### src/design/trfq_pkg.sv
package trfq_pkg;

   localparam int DEPTH_DEFAULT = 16;

   localparam int CMD_W     = 2;
   localparam int PAYLOAD_W = 32;
   localparam int TIME_W    = 48;
   localparam int SYNC_W    = 32;
   localparam int COUNT_W   = 5;
   localparam int LIMIT_W   = 5;
   localparam int TICKS_W   = 32;
   localparam int INDEX_W   = 3;

   localparam logic [CMD_W-1:0] CMD_ADD    = 2'd0;
   localparam logic [CMD_W-1:0] CMD_FETCH  = 2'd1;
   localparam logic [CMD_W-1:0] CMD_CLEAR  = 2'd2;
   localparam logic [CMD_W-1:0] CMD_UNUSED = 2'd3;

   localparam logic [1:0] MODE_FIFO    = 2'd0;
   localparam logic [1:0] MODE_LATENCY = 2'd1;
   localparam logic [1:0] MODE_SAMPLE  = 2'd2;
   localparam logic [1:0] MODE_ORDERED = 2'd3;

   localparam logic [INDEX_W-1:0] REG_MODE   = 3'd0;
   localparam logic [INDEX_W-1:0] REG_LIMIT  = 3'd1;
   localparam logic [INDEX_W-1:0] REG_DROP   = 3'd2;
   localparam logic [INDEX_W-1:0] REG_LAT    = 3'd3;
   localparam logic [INDEX_W-1:0] REG_PERIOD = 3'd4;

   localparam logic [LIMIT_W-1:0] LIMIT_RESET      = 5'd16;
   localparam logic [TICKS_W-1:0] LATENCY_RESET    = 32'd1000;
   localparam logic [TICKS_W-1:0] PERIOD_RESET     = 32'd1;
   localparam logic [LIMIT_W-1:0] SAMPLE_MIN_LIMIT = 5'd2;
   localparam int                 SAMPLE_TOLERANCE = 10;

   typedef struct packed {
      logic write_tail;
      logic pop_drop;
      logic release_head;
      logic sort_step;
      logic sort_phase;
      logic sort_by_time;
      logic lrt_from_head;
      logic lrt_from_now;
      logic fft_from_now;
      logic exp_from_head;
      logic exp_next;
      logic div_start;
      logic clear_ctrs;
      logic set_rej;
      logic finish;
   } ctl_cmd_type;

   typedef struct packed {
      logic [CMD_W-1:0] command;
      logic [1:0]       mode;
      logic             rsp_busy;
      logic             cnt_zero;
      logic             cnt_ge2;
      logic             full;
      logic             over_limit;
      logic             stale_head;
      logic             expired;
      logic             fp_zero;
      logic             samp_drop;
      logic             samp_rel;
      logic             ord_drop;
      logic             ord_adv;
      logic             ord_rel;
      logic             div_done;
   } dp_status_type;

endpackage

### src/design/trfq_ctrl.sv
module trfq_ctrl #(
   parameter int DEPTH = trfq_pkg::DEPTH_DEFAULT
) (
   input  logic                    clock,
   input  logic                    reset,
   input  logic                    req_tvalid,
   output logic                    req_tready,
   input  trfq_pkg::dp_status_type status,
   output trfq_pkg::ctl_cmd_type   cmd
);

   localparam int IW = $clog2(DEPTH);

   localparam logic [3:0] S_IDLE      = 4'd0;
   localparam logic [3:0] S_DISPATCH  = 4'd1;
   localparam logic [3:0] S_ADD_DROP  = 4'd2;
   localparam logic [3:0] S_SORT      = 4'd3;
   localparam logic [3:0] S_LAT_STALE = 4'd4;
   localparam logic [3:0] S_LAT_CHECK = 4'd5;
   localparam logic [3:0] S_DIV_WAIT  = 4'd6;
   localparam logic [3:0] S_SAMP      = 4'd7;
   localparam logic [3:0] S_ORD       = 4'd8;
   localparam logic [3:0] S_ORD_REL   = 4'd9;
   localparam logic [3:0] S_RELEASE   = 4'd10;
   localparam logic [3:0] S_DONE      = 4'd11;

   logic [3:0]    state_ff, state_in;
   logic [IW-1:0] pass_ff, pass_in;

   assign req_tready = (state_ff == S_IDLE) && !status.rsp_busy;

   always_comb begin
      state_in = state_ff;
      pass_in  = pass_ff;
      cmd      = '0;
      cmd.sort_phase   = pass_ff[0];
      cmd.sort_by_time = (status.mode == trfq_pkg::MODE_LATENCY);
      unique case (state_ff)
         S_IDLE: begin
            if (req_tvalid && req_tready) state_in = S_DISPATCH;
         end
         S_DISPATCH: begin
            pass_in  = '0;
            state_in = S_DONE;
            case (status.command)
               trfq_pkg::CMD_ADD: begin
                  if (status.full) begin
                     cmd.set_rej = 1'b1;
                  end else begin
                     cmd.write_tail = 1'b1;
                     state_in = S_ADD_DROP;
                  end
               end
               trfq_pkg::CMD_FETCH: begin
                  case (status.mode)
                     trfq_pkg::MODE_FIFO: begin
                        if (!status.cnt_zero) state_in = S_RELEASE;
                     end
                     trfq_pkg::MODE_LATENCY: begin
                        if (status.cnt_ge2) state_in = S_SORT;
                     end
                     trfq_pkg::MODE_SAMPLE: begin
                        if (!status.cnt_zero) begin
                           if (status.fp_zero) begin
                              cmd.fft_from_now = 1'b1;
                              state_in = S_RELEASE;
                           end else begin
                              cmd.div_start = 1'b1;
                              state_in = S_DIV_WAIT;
                           end
                        end
                     end
                     default: begin
                        if (!status.cnt_zero) state_in = S_SORT;
                     end
                  endcase
               end
               trfq_pkg::CMD_CLEAR: cmd.clear_ctrs = 1'b1;
               default: ;
            endcase
         end
         S_ADD_DROP: begin
            if (status.over_limit) cmd.pop_drop = 1'b1;
            else state_in = S_DONE;
         end
         S_SORT: begin
            cmd.sort_step = 1'b1;
            pass_in = pass_ff + 1'b1;
            if (pass_ff == IW'(DEPTH - 1)) begin
               state_in = (status.mode == trfq_pkg::MODE_LATENCY) ? S_LAT_STALE : S_ORD;
            end
         end
         S_LAT_STALE: begin
            if (status.stale_head) cmd.pop_drop = 1'b1;
            state_in = S_LAT_CHECK;
         end
         S_LAT_CHECK: begin
            if (!status.cnt_zero && status.expired) begin
               cmd.lrt_from_head = 1'b1;
               state_in = S_RELEASE;
            end else begin
               state_in = S_DONE;
            end
         end
         S_DIV_WAIT: begin
            if (status.div_done) state_in = S_SAMP;
         end
         S_SAMP: begin
            if (status.samp_drop) begin
               cmd.pop_drop = 1'b1;
            end else if (status.samp_rel) begin
               cmd.lrt_from_now = 1'b1;
               state_in = S_RELEASE;
            end else begin
               state_in = S_DONE;
            end
         end
         S_ORD: begin
            if (status.cnt_zero) begin
               state_in = S_DONE;
            end else if (status.ord_drop) begin
               cmd.pop_drop = 1'b1;
            end else begin
               cmd.exp_from_head = status.ord_adv;
               state_in = S_ORD_REL;
            end
         end
         S_ORD_REL: begin
            if (status.ord_rel) begin
               cmd.exp_next     = 1'b1;
               cmd.lrt_from_now = 1'b1;
               state_in = S_RELEASE;
            end else begin
               state_in = S_DONE;
            end
         end
         S_RELEASE: begin
            cmd.release_head = 1'b1;
            state_in = S_DONE;
         end
         S_DONE: begin
            cmd.finish = 1'b1;
            state_in = S_IDLE;
         end
         default: state_in = S_IDLE;
      endcase
   end

   always_ff @(posedge clock) begin
      if (reset) begin
         state_ff <= S_IDLE;
         pass_ff  <= '0;
      end else begin
         state_ff <= state_in;
         pass_ff  <= pass_in;
      end
   end

   a_no_add_when_full: assert property (@(posedge clock) disable iff (reset)
      cmd.write_tail |-> !status.full)
      else $error("tail write into a full store");

   a_release_needs_entry: assert property (@(posedge clock) disable iff (reset)
      cmd.release_head |-> !status.cnt_zero)
      else $error("release from an empty store");

   a_finish_output_free: assert property (@(posedge clock) disable iff (reset)
      cmd.finish |-> !status.rsp_busy)
      else $error("result beat overwritten while waiting");

endmodule

### config.mk
export PLATFORM = sky130hd
export DESIGN_NAME = trfq_ctrl
export DESIGN_NICKNAME = d
export VERILOG_FILES = /design/src/design/trfq_pkg.sv /design/src/design/trfq_ctrl.sv
export SDC_FILE = /design/constraint.sdc
export NUM_CORES = 1
export LEC_CHECK = 0
export ABC_AREA = 0
export BUFFER_PORTS_ARGS = -buffer_cell sky130_fd_sc_hd__buf_4
export CAP_MARGIN = 25
export CORE_ASPECT_RATIO = 1.5
export CORE_MARGIN = 3
export CORE_UTILIZATION = 43
export DETAILED_ROUTE_END_ITERATION = 10
export GPL_ROUTABILITY_DRIVEN = 0
export GPL_TIMING_DRIVEN = 1
export HOLD_SLACK_MARGIN = 0.05
export PLACE_DENSITY_LB_ADDON = 0.25
export SYNTH_ARGS = -nofsm -noshare
export SYNTH_HDL_FRONTEND = slang
export SYNTH_SLANG_ARGS = --single-unit
### constraint.sdc
create_clock -name clock -period 4.3 [get_ports clock]
set_input_delay 0.215 -clock clock [delete_from_list [all_inputs] [get_ports clock]]
set_output_delay 0.215 -clock clock [all_outputs]
set_load 0.05 [all_outputs]
Word level (Yosys, flattened, before mapping)
Index checks and enable logic that the tools add are counted.
- reduce and logical (&&, ||, !) cells: 10
- muxes and demuxes: 56
- add/sub/neg operators: 1
- equal/unequal tests: 22
- operators by type and width (cell ; count):
    $mux W4 ; 13
    $pmux W4 S11 ; 1
    $mux W1 ; 36
    $eq A4 B4 Y1 const B ; 5
    $eq A4 B3 Y1 const B ; 4
    $pmux W4 S2 ; 2
    $pmux W4 S3 ; 1
    $eq A4 B2 Y1 const B ; 2
    $ne A2 B2 Y1 const B ; 4
    $reduce_and A6 Y1 ; 1
    $add A4 B1 Y4 const B ; 1
    $eq A2 B1 Y1 const B ; 2
    $eq A2 B2 Y1 const B ; 2
    $eq A4 B1 Y1 const B ; 1
    $logic_not A2 Y1 ; 2
    $logic_not A4 Y1 ; 1
    $pmux W1 S4 ; 1
    $logic_and A1 B1 Y1 ; 3
    $mux W3 ; 1
    $ne A3 B3 Y1 const B ; 1
    $logic_not A1 Y1 ; 2
    $ne A2 B1 Y1 const B ; 1
    $pmux W1 S2 ; 1
    $reduce_bool A2 Y1 ; 1
- bits in registers: 8
- logic and storage cells: 91
- output and inout bits: 16
- input port bits: 21

Longest topological paths before layout
- word-level depth: 5
- gate-level depth with buffers: 6

Worst setup path before layout
No wires, ideal clock.
- path kind: flip-flop to output port
- start point: register state_ff[3]
- end point: output cmd[1] (netlist name)
- path buffers: 1
- path slack: 1.475 ns
- arrival time: 2.610 ns
- stages on the path, launching flop included: 4
- cells stage by stage: dfxtp_1 or4b_1 buf_2 nor4b_1
- RTL lines (item ; RTL line ; text):
    start, declared ; trfq_ctrl.sv:27 ; logic [3:0] state_ff, state_in;
    start signal, assigned ; trfq_ctrl.sv:154 ; state_ff <= state_in;
    end, declared ; trfq_ctrl.sv:9 ; output trfq_pkg::ctl_cmd_type cmd

==> impl_metrics.tcl <==
set metrics [dict create \
    cts_max_level 1 \
    cts-resized-gates 0 \
    synthArstFlopShare 0 \
    avgSynthCellArea_um2 7.574 \
    area_delta_synth_final_pct 32.45 \
    synth.distinct_cells 44 \
    status "finished clean" \
    n_fill_cell 181 \
    first_global_vias 868 \
    start_kind "flop" \
    gr-usage-met1 0.2007 \
    drc_errors 0 \
    nets 166 \
    cts_buffers 3 \
    fin_cells 163 \
    cts_max_path_buffers 2 \
    peakVddDrop_uv 354.0 \
    die_h_um 60.40 \
    period_needed_ps 2306 \
    grt_pass1_wl_mm 3.801 \
    finalHoldViolations 0 \
    synth_nets 134 \
    wire_per_inst_um 14.16 \
    final-setup-viol-count 0 \
    p_per_area_nw_per_um2 405.9 \
    p_leak_uw 0.0004858 \
    grt_use_met3 0.02374 \
    max_freq_mhz 433.7 \
    layout_common_cells "buf_4, nand2b_1" \
    antenna_found_initial 0 \
    die-area_um2 2553 \
    tns_ps 0 \
    grt_usage 0.1934 \
    routed_wl_mm 2.308 \
    port_buffers 36 \
    synthFlopType "dfxtp_1" \
    min_path_type "input port to flop" \
    finalClockSkew_ps 3.608 \
    place_hpwl_mm 1.845 \
    cts-root-buf "clkbuf_4" \
    num_antenna_cells 0 \
    fin_crit_sh 0.5362 \
    ys_seq_area_frac 0.1888 \
    cts_setup_buffers 0 \
    grt-ovfl-total 0 \
    final_common_cell "buf_4" \
    synthCells 112 \
    setup_slack_ps 1994 \
    crit_arrival_ps 2090 \
    placed_area_um2 1101 \
    start_util 0.4575 \
    ys_ff_latch 8 \
    dp_slack_ps 2281 \
    drive_above_1_share 0.3451 \
    die_w_um 42.27 \
    clkLatencyLatePin_ps 250 \
    finalMaxSlewViolations 0 \
    maxCapViolations 0 \
    cts_tree "done" \
    use_met2 0.3747 \
    cts.sink_count 8 \
    viasPerCell 5.853 \
    ys_warn_count 0 \
    fin_util 0.6059 \
    path_class "flop to primary output" \
    crit_fanout 20 \
    core_um2 1854 \
    vias 954 \
    busiest_layer "met2" \
    fin_area_um2 1124 \
    post-place-cells 160 \
    synth-edff-count 0 \
    slew_headroom 0.6188 \
    firstDrtPassIters 4 \
    drtIter0Drc 28 \
    rows 19 \
    grt_max_degree 22 \
    path_clk_slew_ps 50 \
    rsz0062_at_grt "no" \
    synthesis.area_um2 848.3 \
    hold_buffers 0 \
    io_pins 37 \
    tightest_slew_ps 571.1 \
    end_kind "primary output" \
    required_ps 4090 \
    antenna_left 0 \
]
[report_power, final]
group          internal [uW]  leakage (uW)  switching (uW)
Clock                   31.8     0.0000138            23.2
Sequential              86.8     0.0000650            42.8
Combinational            118      0.000407             154
Total                    237      0.000486             220
[Yosys cell counts, types with 3 or more instances]
cell      count  share of area
dfxtp_1       8           0.19
clkbuf_1      4          0.018
a21oi_1       8          0.047
nand3_1       3          0.018
nor2b_1       8          0.059
nor4_1        3          0.022
nand2b_1     10          0.074
or3b_2        3          0.031
nor4b_1       5          0.052
nand2_1       5          0.022
nor3_1        4          0.024
o21ai_0       3          0.018
nor2_1        8          0.035
inv_1         3          0.013
[worst max-delay path, cell delays in order, from the launching register on]
cell and delay [ps]:
dfxtp_1 630, or4b_1 590, nor4b_1 360, buf_4 260
[worst paths after layout]
kind / cells past startpoint / start / endpoint / slack [ps]
worst max-delay path: 3 / state_ff[0] / cmd[1] / 1990
worst min-delay path: 2 / reset / pass_ff[2] / 190
worst max register to register: 4 / state_ff[2] / state_ff[0] / 2340
worst min register to register: 2 / pass_ff[1] / pass_ff[1] / 470
[cells by family (layout without fill, tap and decap cells)]
| group | Yosys count | after routing | synth area share |
|---|---|---|---|
| adder cells (fa/ha/maj) | 1 | 1 | 0.01475 |
| AO/OA/AOI/OAI | 26 | 26 | 0.2301 |
| multiplexers | 2 | 2 | 0.02360 |
| buffers and inverters | 12 | 42 | 0.06488 |
| AND/OR/NAND/NOR | 63 | 63 | 0.4779 |
| flip-flops | 8 | 8 | 0.1888 |
[state kept, by name, indices dropped and copies added, names as in the netlist]
| register | count |
|---|---|
| pass_ff | 4 |
| state_ff | 4 |
[metal layers]
| metal | part of all wire | up-vias |
|---|---|---|
| met5 | 0 | - |
| met4 | 0.018 | 0 |
| met3 | 0.052 | 6 |
| met2 | 0.55 | 33 |
| met1 | 0.38 | 434 |
| li1 | - | 481 |
[final cells by class]
type,count,area [um2],share of cell area
clock buffer,3,22.52,0.02004
sequential,8,160.2,0.1425
multi-input combinational,92,633.1,0.5635
inverter,3,11.26,0.01002
timing repair buffer,36,270.3,0.2405
tap,21,26.28,0.02339
[metrics by stage]
step,hold WS [ps],total power [uW]
floorplan,449.2,334.9
global placement,443.0,395.0
detailed placement,448.6,400.8
CTS,177.5,459.6
global route,190.3,490.4
finish,186.2,456.1
Note: power is estimated with default switching activity, not from simulation.
